`config.mk`:
```
export PLATFORM = sky130hd
export DESIGN_NAME = aesd_ctrl
export DESIGN_NICKNAME = d
export VERILOG_FILES = /design/src/aesd_pkg.sv /design/src/aesd_ctrl.sv
export SDC_FILE = /design/constraint.sdc
export NUM_CORES = 1
export LEC_CHECK = 0
export BUFFER_PORTS_ARGS = -buffer_cell sky130_fd_sc_hd__buf_2
export CAP_MARGIN = 20
export CORE_MARGIN = 2
export CORE_UTILIZATION = 47
export CTS_CLUSTER_DIAMETER = 40
export CTS_CLUSTER_SIZE = 14
export DETAILED_ROUTE_END_ITERATION = 12
export PLACE_DENSITY = 0.85
export SLEW_MARGIN = 15
export SYNTH_ARGS = -nofsm -noshare
export SYNTH_HDL_FRONTEND = slang
export SYNTH_SLANG_ARGS = --single-unit
```
`constraint.sdc`:
```
create_clock -name clock -period 1.9 [get_ports clock]
set_input_delay 0.38 -clock clock [delete_from_list [all_inputs] [get_ports clock]]
set_output_delay 0.38 -clock clock [all_outputs]
set_load 0.02 [all_outputs]
```
`src/aesd_pkg.sv`:
```
`default_nettype none
package aesd_pkg;

   localparam int KeyWords = 60;
   localparam int KeyAddrW = 6;

   localparam logic [2:0] CSR_KEY_SIZE = 3'd0;
   localparam logic [2:0] CSR_KEY_W0   = 3'd1;
   localparam logic [2:0] CSR_KEY_W1   = 3'd2;
   localparam logic [2:0] CSR_KEY_W2   = 3'd3;
   localparam logic [2:0] CSR_KEY_W3   = 3'd4;

   localparam logic [1:0] KEY_128 = 2'd0;
   localparam logic [1:0] KEY_192 = 2'd1;

   typedef enum logic [1:0] {
      DP_HOLD,
      DP_LOAD,
      DP_ROUND,
      DP_LAST
   } dp_op_type;

   // Controller to datapath commands.
   typedef struct packed {
      dp_op_type               op;        // state operation this cycle
      logic                    ks_seed;   // write raw key word
      logic                    ks_step;   // write expanded key word
      logic                    ks_rot;    // apply RotWord/SubWord/Rcon
      logic                    ks_sub;    // apply SubWord only
      logic                    rc_init;
      logic [2:0]              ks_seed_idx;
      logic [2:0]              ks_back;   // history slot holding word i-nk
      logic [KeyAddrW-1:0]     ks_waddr;
      logic [KeyAddrW-1:0]     rk_raddr;  // round key base word
      logic [1:0]              rk_col;    // column being read
      logic                    rk_col_we; // capture read column
   } aesd_cmd_type;

   localparam logic [7:0] SBOX [256] = '{
      8'h63,8'h7c,8'h77,8'h7b,8'hf2,8'h6b,8'h6f,8'hc5,8'h30,8'h01,8'h67,8'h2b,8'hfe,8'hd7,8'hab,8'h76,
      8'hca,8'h82,8'hc9,8'h7d,8'hfa,8'h59,8'h47,8'hf0,8'had,8'hd4,8'ha2,8'haf,8'h9c,8'ha4,8'h72,8'hc0,
      8'hb7,8'hfd,8'h93,8'h26,8'h36,8'h3f,8'hf7,8'hcc,8'h34,8'ha5,8'he5,8'hf1,8'h71,8'hd8,8'h31,8'h15,
      8'h04,8'hc7,8'h23,8'hc3,8'h18,8'h96,8'h05,8'h9a,8'h07,8'h12,8'h80,8'he2,8'heb,8'h27,8'hb2,8'h75,
      8'h09,8'h83,8'h2c,8'h1a,8'h1b,8'h6e,8'h5a,8'ha0,8'h52,8'h3b,8'hd6,8'hb3,8'h29,8'he3,8'h2f,8'h84,
      8'h53,8'hd1,8'h00,8'hed,8'h20,8'hfc,8'hb1,8'h5b,8'h6a,8'hcb,8'hbe,8'h39,8'h4a,8'h4c,8'h58,8'hcf,
      8'hd0,8'hef,8'haa,8'hfb,8'h43,8'h4d,8'h33,8'h85,8'h45,8'hf9,8'h02,8'h7f,8'h50,8'h3c,8'h9f,8'ha8,
      8'h51,8'ha3,8'h40,8'h8f,8'h92,8'h9d,8'h38,8'hf5,8'hbc,8'hb6,8'hda,8'h21,8'h10,8'hff,8'hf3,8'hd2,
      8'hcd,8'h0c,8'h13,8'hec,8'h5f,8'h97,8'h44,8'h17,8'hc4,8'ha7,8'h7e,8'h3d,8'h64,8'h5d,8'h19,8'h73,
      8'h60,8'h81,8'h4f,8'hdc,8'h22,8'h2a,8'h90,8'h88,8'h46,8'hee,8'hb8,8'h14,8'hde,8'h5e,8'h0b,8'hdb,
      8'he0,8'h32,8'h3a,8'h0a,8'h49,8'h06,8'h24,8'h5c,8'hc2,8'hd3,8'hac,8'h62,8'h91,8'h95,8'he4,8'h79,
      8'he7,8'hc8,8'h37,8'h6d,8'h8d,8'hd5,8'h4e,8'ha9,8'h6c,8'h56,8'hf4,8'hea,8'h65,8'h7a,8'hae,8'h08,
      8'hba,8'h78,8'h25,8'h2e,8'h1c,8'ha6,8'hb4,8'hc6,8'he8,8'hdd,8'h74,8'h1f,8'h4b,8'hbd,8'h8b,8'h8a,
      8'h70,8'h3e,8'hb5,8'h66,8'h48,8'h03,8'hf6,8'h0e,8'h61,8'h35,8'h57,8'hb9,8'h86,8'hc1,8'h1d,8'h9e,
      8'he1,8'hf8,8'h98,8'h11,8'h69,8'hd9,8'h8e,8'h94,8'h9b,8'h1e,8'h87,8'he9,8'hce,8'h55,8'h28,8'hdf,
      8'h8c,8'ha1,8'h89,8'h0d,8'hbf,8'he6,8'h42,8'h68,8'h41,8'h99,8'h2d,8'h0f,8'hb0,8'h54,8'hbb,8'h16
   };

   function automatic logic [7:0] inv_sbox(input logic [7:0] v);
      logic [7:0] r;
      r = 8'h00;
      for (int i = 0; i < 256; i++)
         if (SBOX[i] == v) r = 8'(i);
      return r;
   endfunction

   function automatic logic [7:0] xt(input logic [7:0] a);
      return {a[6:0], 1'b0} ^ (a[7] ? 8'h1b : 8'h00);
   endfunction

   function automatic logic [31:0] sub_word(input logic [31:0] w);
      return {SBOX[w[31:24]], SBOX[w[23:16]], SBOX[w[15:8]], SBOX[w[7:0]]};
   endfunction

endpackage
`default_nettype wire

```
`src/aesd_ctrl.sv`:
```
`default_nettype none
module aesd_ctrl (
   input  wire logic                   clock,
   input  wire logic                   reset,
   input  wire logic [1:0]             key_size,
   input  wire logic                   sched_stale,
   input  wire logic                   start,
   input  wire logic                   out_free,
   output logic                        busy,
   output logic                        done,
   output logic                        sched_built,
   output aesd_pkg::aesd_cmd_type      cmd
);
   typedef enum logic [2:0] {S_IDLE, S_SEED, S_EXPAND, S_FETCH, S_APPLY, S_OUT} state_type;

   state_type state_ff;
   logic [5:0] widx_ff;
   logic [3:0] round_ff;
   logic [2:0] col_ff;
   logic [2:0] kcnt_ff;
   logic [3:0] nk, nr;
   logic [5:0] total;
   logic       first_ff;

   always_comb begin
      case (key_size)
         aesd_pkg::KEY_128: begin nk = 4'd4; nr = 4'd10; end
         aesd_pkg::KEY_192: begin nk = 4'd6; nr = 4'd12; end
         default:           begin nk = 4'd8; nr = 4'd14; end
      endcase
      total = 6'({nr, 2'b00} + 6'd4);
   end

   // Rounds numbered from nr down to 0; round nr is the initial key add.
   always_comb begin
      cmd = '0;
      cmd.op = aesd_pkg::DP_HOLD;
      cmd.ks_waddr = widx_ff;
      cmd.ks_seed_idx = widx_ff[2:0];
      cmd.ks_back = 3'(4'd8 - nk);
      cmd.rk_raddr = 6'({round_ff, 2'b00} + {4'd0, col_ff[1:0]});
      cmd.rk_col = 2'(col_ff - 3'd1);
      case (state_ff)
         S_SEED: begin
            cmd.ks_seed = 1'b1;
            cmd.rc_init = 1'b1;
         end
         S_EXPAND: begin
            cmd.ks_step = 1'b1;
            cmd.ks_rot = (kcnt_ff == 3'd0);
            cmd.ks_sub = (nk == 4'd8) && (kcnt_ff == 3'd4);
         end
         S_FETCH: cmd.rk_col_we = (col_ff != 3'd0);
         S_APPLY: begin
            if (first_ff) cmd.op = aesd_pkg::DP_LOAD;
            else if (round_ff == 4'd0) cmd.op = aesd_pkg::DP_LAST;
            else cmd.op = aesd_pkg::DP_ROUND;
         end
         default: ;
      endcase
   end

   always_ff @(posedge clock) begin
      if (reset) begin
         state_ff <= S_IDLE;
         widx_ff <= '0; round_ff <= '0; col_ff <= '0; kcnt_ff <= '0;
         first_ff <= 1'b0;
         sched_built <= 1'b0;
      end else begin
         sched_built <= 1'b0;
         case (state_ff)
            S_IDLE: if (start) begin
               widx_ff <= '0;
               round_ff <= nr;
               col_ff <= '0;
               first_ff <= 1'b1;
               state_ff <= sched_stale ? S_SEED : S_FETCH;
            end
            S_SEED: begin
               widx_ff <= widx_ff + 6'd1;
               if (widx_ff == 6'(nk - 4'd1)) begin
                  kcnt_ff <= '0;
                  state_ff <= S_EXPAND;
               end
            end
            S_EXPAND: begin
               widx_ff <= widx_ff + 6'd1;
               kcnt_ff <= (kcnt_ff == 3'(nk - 4'd1)) ? 3'd0 : kcnt_ff + 3'd1;
               if (widx_ff == total - 6'd1) begin
                  sched_built <= 1'b1;
                  state_ff <= S_FETCH;
               end
            end
            S_FETCH: begin
               col_ff <= col_ff + 3'd1;
               if (col_ff == 3'd4) state_ff <= S_APPLY;
            end
            S_APPLY: begin
               col_ff <= '0;
               first_ff <= 1'b0;
               if (round_ff == 4'd0 && !first_ff) state_ff <= S_OUT;
               else begin
                  if (!first_ff || round_ff != nr) round_ff <= round_ff - 4'd1;
                  else round_ff <= round_ff - 4'd1;
                  state_ff <= S_FETCH;
               end
            end
            S_OUT: if (out_free) state_ff <= S_IDLE;
            default: state_ff <= S_IDLE;
         endcase
      end
   end

   assign busy = (state_ff != S_IDLE);
   assign done = (state_ff == S_OUT) && out_free;
endmodule
`default_nettype wire

```
Word-level counts from Yosys, hierarchy flattened
Cells that the tools add are included.
{ "totals": {"register_bits": 21, "inputBits": 7, "out_inout_bits": 31} }
{ "op_classes": {"n_addsub": 11, "n_eq_ne": 18, "muxes": 29, "bitwise_logic": 1, "n_reduce_logical": 22} }
{ "ops": {"columns": ["operator", "count"], "rows": [
  ["2-to-1 mux 3 bit", 10],
  ["case mux 3 bit (6 select lines)", 1],
  ["case mux 4 bit (2 select lines)", 2],
  ["== test 3 bit, second input constant", 4],
  ["== test 6 bit", 2],
  ["!= test 2 bit, second input constant", 6],
  ["case mux 3 bit (2 select lines)", 2],
  ["case mux 6 bit (2 select lines)", 1],
  ["case mux 3 bit (3 select lines)", 1],
  ["nonzero test 3 bit", 3],
  ["2-to-1 mux 4 bit", 2],
  ["AND reduction 2 bit", 4],
  ["adder 3 x 1 -> 3 bit, second input constant", 2],
  ["adder 6 x 1 -> 6 bit, second input constant", 1],
  ["adder 6 x 2 -> 6 bit", 1],
  ["adder 6 x 3 -> 6 bit, second input constant", 1],
  ["== test 3 x 2 -> 1 bit, second input constant", 2],
  ["logical NOT 3 bit", 2],
  ["2-to-1 mux 2 bit", 3],
  ["2-to-1 mux 6 bit", 1],
  ["nonzero test 2 bit", 3],
  ["subtractor 6 x 1 -> 6 bit, second input constant", 1],
  ["2-to-1 mux 1 bit", 5],
  ["AND reduction 5 bit", 1],
  ["other kinds (17)", 20]
]} }

Depth between registers and ports, before layout
Gate-level depths: netlist of run 1.
{ "logic_depth": {"ltp_word": 7, "mapped_depth": 7, "mapped_depth_nobuf": 7} }

Least setup slack after synthesis of run 1
No wires, ideal clock.
{ "synth_timing": {"path_kind": "reg-to-reg", "startpoint": "reg round_ff[0]", "endpoint": "reg round_ff[2]", "arrival_time_ns": 1.924, "slack_ns": -0.151, "path_stages_with_launch": 8, "path_buffers": 0, "synth_period_minus_slack_ns": 2.051, "cell_sequence": "dfxtp_1 inv_1 ha_1 nor4b_2 a2111oi_2 o21ai_0 a22oi_1 nor2_1"} }
{ "synth_between": {"elab_chain_cells": 4} }
{ "synth_lines": {"columns": ["item", "line", "rtl"], "rows": [
  ["start, declared", "aesd_ctrl.sv:18", "logic [3:0] round_ff;"],
  ["start signal, assigned", "aesd_ctrl.sv:74", "round_ff <= nr;"],
  ["start signal, assigned", "aesd_ctrl.sv:103", "if (!first_ff || round_ff != nr) round_ff <= round_ff - 4'd1;"],
  ["start signal, assigned", "aesd_ctrl.sv:104", "else round_ff <= round_ff - 4'd1;"],
  ["parallel branches: the longest is 4 deep, another holds subtractor 4 x 1 -> 4 bit", null, null]
]} }
Several ways; the timed one is not identified. The select of a mux whose other input is x is not followed.
A chain may end at the register's enable or synchronous reset.

==> results of run 1 <==
metal layers:
metal | vias up | routed length, um | GRT usage
met2 | 42 | 1730 | 0.358
met1 | 661 | 1550 | 0.273
li1 | 713 | - | -
met5 | - | 0 | 0
met3 | 6 | 176 | 0.0330
met4 | 0 | 63 | 0.114
sequential cells by signal, indices dropped and copies added, names as in the netlist:
signal and flops:
widx_ff 6, round_ff 4, col_ff 3, kcnt_ff 3
state_ff 3, first_ff 1, sched_built 1
cell families (layout without fill, tap and decap cells):
| logic type | Yosys count | after routing | synth area share |
|---|---|---|---|
| AND/OR/NAND/NOR | 72 | 72 | 0.284 |
| AO/OA/AOI/OAI | 43 | 43 | 0.209 |
| buffers and inverters | 29 | 74 | 0.103 |
| flip-flops | 21 | 21 | 0.299 |
| adder cells (fa/ha/maj) | 7 | 7 | 0.0623 |
| XOR/XNOR | 4 | 4 | 0.0249 |
| multiplexers | 2 | 2 | 0.0151 |
| other | 1 | 1 | 0.00267 |
worst register-to-register path: stages, from the launching register on:
cell	delay, ps
dfxtp_2	350
inv_1	60
ha_1	220
nor4b_4	160
a2111oi_4	460
o21ai_0	170
a22oi_1	180
nor2_1	50
placed cells by master (no fill, tap or decap), types with 2 or more instances in the layout:
cell / count
a211oi_1: 3
a21oi_1: 11
a22oi_1: 2
and2_1: 2
and3_1: 5
buf_2: 32
buf_4: 22
buf_6: 2
clkbuf_4: 3
clkinv_2: 2
dfxtp_1: 18
dfxtp_4: 2
ha_1: 7
inv_1: 12
nand2_1: 14
nand2b_1: 5
nand3_1: 2
nand4_1: 4
nor2_1: 18
nor2_2: 3
nor3_1: 5
nor4b_4: 2
o21a_1: 2
o21ai_0: 7
o21bai_1: 2
xnor2_1: 2
xor2_1: 2
power by group through the flow:
stage               clock (mW)  combinational (mW)  sequential, mW
floorplan                    0               0.748           0.644
global placement             0                1.11           0.639
detailed placement           0                1.13           0.643
CTS                      0.229                1.22           0.610
global route             0.245                1.40           0.640
finish                   0.225                1.28           0.621
through the flow:
stage | power, mW | setup WS (ps) | std cells
after floorplan | 1.39 | 6.74 | 179
after global placement | 1.75 | 63.6 | 248
after detailed placement | 1.77 | 34.7 | 248
after CTS | 2.06 | 9.54 | 255
after global routing | 2.28 | -36.5 | 255
final | 2.13 | 59.8 | 255
area by class of cell:
type / count / area (um2)
fill: 248 / 1020
sequential: 21 / 429
clock inverter: 1 / 5.00
timing repair buffer: 56 / 348
multi-input combinational: 129 / 892
tap: 31 / 38.8
clock buffer: 3 / 22.5
inverter: 14 / 53.8
worst paths after layout:
path	endpoint	slack, ps
setup / recovery	cmd[26]	60
hold / removal	state_ff[1]	380
setup reg to reg	round_ff[2]	140
hold reg to reg	col_ff[2]	510
timing repair:
action / in CTS / in global routing
pin swaps: 0 / 1
buffers inserted: 3 / 0
gates resized for setup: 7 / 13
endpoints found under the setup margin: 5 / 8
==> flow_summary.yaml, run 1 <==
sta:
  finalCriticalPeriod_ps: 1840
  skew_ps: 6.26
  slew_violations: 0
  finalCritPeriodShare: 0.969
  max_clock_freq_mhz: 543
  hold_violations: 0
  worst_hold_slack_ps: 382
  fin_setup_tns_ps: 0
  setup_viol: 0
synthesis:
  synth-seq-area-share: 0.299
  async_reset_ff_frac: 0
  yosysTopAreaCell: "dfxtp_1"
  synthCells: 179
  ys.flop_type: "dfxtp_1"
  postSynthAreaPerCell_um2: 7.86
  synth.top_cell.area_share: 0.299
  synth_area_leaders: "dfxtp_1, ha_1, nor2_1"
  synth-seq-cells: 21
  synth_common_cells: "dfxtp_1, nor2_1, nand2_1"
  synthesis.nets: 193
  synth_edf_count: 0
  synth_cell_types: 54
  syn_area_mm2: 0.00141
  yosys_warnings: 0
pwr:
  power_frac_comb: 0.602
  power_leakage_nw: 0.798
  swShare: 0.455
  vdd_drop_max_mv: 0.620
  p_seq_frac: 0.292
  p_sw_mw: 0.968
  p_per_area_mw_per_mm2: 1190
  power_frac_clock: 0.106
  p_int_mw: 1.16
detailed_routing:
  ant_nets: 0
  avgViaCountPerCell: 5.58
  post-route-drc-count: 2
  wire_per_inst_um: 13.8
  drtIter0Drc: 49
  vias: 1422
  wl_mm: 3.52
  drt-pass1-iter-count: 8
cells_and_area:
  syn2layout_area_growth_pct: 27.2
  drive_gt1_frac: 0.366
  nNetsFinal: 239
  n_antenna_cell: 0
  finish.utilization: 0.638
  final_cell_area_mm2: 0.00179
worst_setup_path:
  crit_path_top_delay_cell: "or3b_4"
  path_max_fanout: 7
  reg2reg_depth: 7
  critical_path.most_common_cell: "buf_6"
  start_kind: "flop"
  cp.buffers_inverters: 2
  required_ps: 1520
  startpoint: "state_ff[1]"
  crit_chain: "or3b_4 -> buf_6 -> nor2_4 -> buf_6"
  cp.arrival_ps: 1460
  critPathMaxStageDelay_ps: 400
  timing.rr.start: "round_ff[0]"
  path_delay_family: "simple AND/OR/NAND/NOR gates"
  critPathCaptureType: "primary output"
  path_class: "reg2out"
  worst-path-stages: 4
clock_network:
  clk_pin_slew_ps: 130
  cts_buffer_depth: 2
  cts_buffers: 3
  ctsHoldBuffers: 0
  h-tree-depth: 1
  clock-sinks: 21
  tritoncts: "yes"
  clock_latency_ps: 310
  ctsRootBufferMaster: "clkbuf_4"
placement:
  hpwlAfterDp_mm: 2.50
  port_buffers: 36
  placed_cell_area_mm2: 0.00168
  gp_congestion: 0.856
die:
  io_pins: 38
  die_x_um: 58.7
  start_util: 0.501
  die_y_um: 58.7
  die_area_mm2: 0.00345
  coreArea_mm2: 0.00281
  rows: 19
status:
  status: "complete, but fails checks"
  violations: "design-rule violations"
hold_path:
  worstHoldStart: "sched_stale"
  worstHoldPathCells: 3
  holdCritPathClass: "in2reg"
grt:
  first_global_vias: 1351
  grt_usage: 0.217
  grt_max_degree: 24
  antenna_found_initial: 0
  grt_overflow: 0
  grt_pass1_wl_mm: 5.75
run:
  max_cap_viol_count: 0
No activity file was read; power rests on OpenSTA's default activity.
==> run 2: changes to the inputs <==
--- a/config.mk
+++ b/config.mk
@@ -5,6 +5,7 @@
 export SDC_FILE = /design/constraint.sdc
 export NUM_CORES = 1
 export LEC_CHECK = 0
+export ABC_AREA = 1
 export BUFFER_PORTS_ARGS = -buffer_cell sky130_fd_sc_hd__buf_2
 export CAP_MARGIN = 20
 export CORE_MARGIN = 2
@@ -12,7 +13,7 @@
 export CTS_CLUSTER_DIAMETER = 40
 export CTS_CLUSTER_SIZE = 14
 export DETAILED_ROUTE_END_ITERATION = 12
-export PLACE_DENSITY = 0.85
+export PLACE_DENSITY = 0.84
 export SLEW_MARGIN = 15
 export SYNTH_ARGS = -nofsm -noshare
 export SYNTH_HDL_FRONTEND = slang
==> flow_summary.yaml, run 2 <==
synthesis:
  postSynthAreaPerCell_um2: 6.87
  synth_common_cells: "nand2_1, inv_1, dfxtp_1"
  synth.top_cell.area_share: 0.291
  synth-seq-cells: 21
  synthMostInstantiatedCell: "nand2_1"
  yosysTopAreaCell: "dfxtp_1"
  yosys_warnings: 0
  async_reset_ff_frac: 0
  synth_edf_count: 0
  synth_cell_types: 30
  synthesis.nets: 224
  synth_area_leaders: "dfxtp_1, nand2_1, inv_1"
  syn_area_mm2: 0.00144
  ys.flop_type: "dfxtp_1"
  synthCells: 210
  synth-seq-area-share: 0.291
clock_network:
  clock-sinks: 21
  clk_pin_slew_ps: 120
  tritoncts: "yes"
  cts_buffer_depth: 2
  ctsRootBufferMaster: "clkbuf_4"
  ctsHoldBuffers: 0
  post_cts_resized: 0
  h-tree-depth: 1
  cts_buffers: 3
  clock_latency_ps: 300
  post-cts-setup-buffers: 0
grt:
  use_met1: 0.243
  grt_pass1_wl_mm: 5.06
  grt_usage: 0.185
  use_met2: 0.300
  top_usage_layer: "met2"
  first_global_vias: 1256
  grt_max_degree: 13
  use_met3: 0.0262
  antenna_found_initial: 0
  grt_overflow: 0
worst_setup_path:
  reg2reg_depth: 8
  path_class: "reg2out"
  critPathMaxStageDelay_ps: 410
  path_delay_family: "flip-flops"
  timing.rr.start: "widx_ff[1]"
  required_ps: 1520
  start_kind: "flop"
  critPathCaptureType: "primary output"
  cp.buffers_inverters: 2
  regToRegSetupSlack_ps: 450
  crit_chain: "nand2_1 -> nor2_2 -> inv_1 -> a21oi_1 -> buf_2"
  crit_path_top_delay_cell: "dfxtp_2"
  reg2reg_to: "state_ff[1]"
  cp.arrival_ps: 1380
  path_max_fanout: 5
sta:
  slew_violations: 0
  hold_violations: 0
  finalCriticalPeriod_ps: 1760
  finalCritPeriodShare: 0.925
  max_clock_freq_mhz: 569
  grt_setup_unrepaired: "no"
  setup_viol: 0
  fin_setup_tns_ps: 0
  skew_ps: 1.32
cells_and_area:
  top_regs: "widx_ff (6), round_ff (4)"
  n_antenna_cell: 0
  layout_common_cells: "nand2_1, buf_2, inv_1, nor2_1, dfxtp_1"
  largest_register: "widx_ff"
  syn2layout_area_growth_pct: 14.0
  nNetsFinal: 258
  largest_reg_flops: 6
  drive_gt1_frac: 0.300
  finish.utilization: 0.552
  layout_commonest_cell: "nand2_1"
die:
  io_pins: 38
  die_y_um: 59.4
  rows: 20
  die_x_um: 59.4
  coreArea_mm2: 0.00298
  die_area_mm2: 0.00353
  start_util: 0.484
run:
  max_cap_viol_count: 0
detailed_routing:
  drtIter0Drc: 43
  ant_nets: 0
  avgViaCountPerCell: 4.98
  wire_per_inst_um: 10.7
  post-route-drc-count: 0
  drt-pass1-iter-count: 4
  wl_mm: 2.96
  vias: 1374
hold_path:
  hold_path_end: "col_ff[1]"
  holdCritPathClass: "in2reg"
  worstHoldPathCells: 2
  worstHoldStart: "reset"
pwr:
  power_frac_clock: 0.103
  p_per_area_mw_per_mm2: 1270
  swShare: 0.505
  power_leakage_nw: 0.840
  vdd_drop_max_mv: 0.528
  power_frac_comb: 0.586
  p_sw_mw: 1.06
  p_seq_frac: 0.312
  p_int_mw: 1.04
placement:
  port_buffers: 36
  gp_congestion: 0.784
  hpwlAfterDp_mm: 2.33
status:
  status: "finished, final reports clean"
[run 2: cell families (layout without fill, tap and decap cells)]
family,Yosys count,after routing,share of synthesized area
AOI/OAI and AO/OA,29,29,0.114
xor gates and xnor gates,6,6,0.0364
adders and majority gates,7,7,0.0607
buffers and inverters,45,78,0.136
DFF,21,21,0.291
other,1,1,0.00260
and+or+nand+nor,101,101,0.358
[run 2: routing by layer]
metal / up-vias / routed length (um)
li1: 722 / -
met1: 603 / 1440
met2: 43 / 1330
met3: 6 / 176
met4: 0 / 16
met5: - / 0
[run 2: how the worst max path moves through the flow]
stage / start / end / slack (ps) / cells past startpoint
after floorplan: state_ff[2] / cmd[22] / 400 / 3
after global placement: key_size[1] / state_ff[1] / 460 / 9
after detailed placement: state_ff[0] / cmd[0] / 430 / 5
after CTS: state_ff[0] / cmd[0] / 70 / 5
after global routing: state_ff[0] / cmd[0] / 10 / 5
final: state_ff[0] / cmd[0] / 140 / 5
[run 2: cell type report]
| cell class | instances | area [um2] |
|---|---|---|
| flip-flops and latches | 21 | 423 |
| clock buffers | 4 | 26.3 |
| fillers | 305 | 1330 |
| repair buffers | 37 | 188 |
| inverters | 37 | 140 |
| multi-input cells | 144 | 826 |
| well taps | 33 | 41.3 |
[run 2: power by group through the flow]
stage	Combinational (mW)	Sequential [mW]	Clock, mW
global route	1.37	0.672	0.250
detailed placement	1.22	0.658	0
floorplan	0.894	0.714	0
finish	1.23	0.652	0.215
CTS	1.23	0.648	0.223
global placement	1.20	0.653	0
[run 2: metrics by stage]
stage / worst slack [ps] / power (mW) / instance area (um2) / hold WS [ps] / instances
after floorplan: 405 / 1.61 / 1440 / 453 / 210
after global placement: 464 / 1.85 / 1620 / 485 / 272
after detailed placement: 425 / 1.88 / 1620 / 494 / 272
after CTS: 74.3 / 2.10 / 1640 / 418 / 276
after global routing: 12.0 / 2.29 / 1640 / 426 / 276
final: 143 / 2.09 / 1640 / 420 / 276
[run 2: worst register-to-register path, stage by stage (launching register included)]
cell     delay [ps]
dfxtp_1         460
ha_1            210
nand3_1          80
nor2_1          110
nand3_1         100
nand2_2         100
nand3_2          90
and2_1          150
nor2_1           90
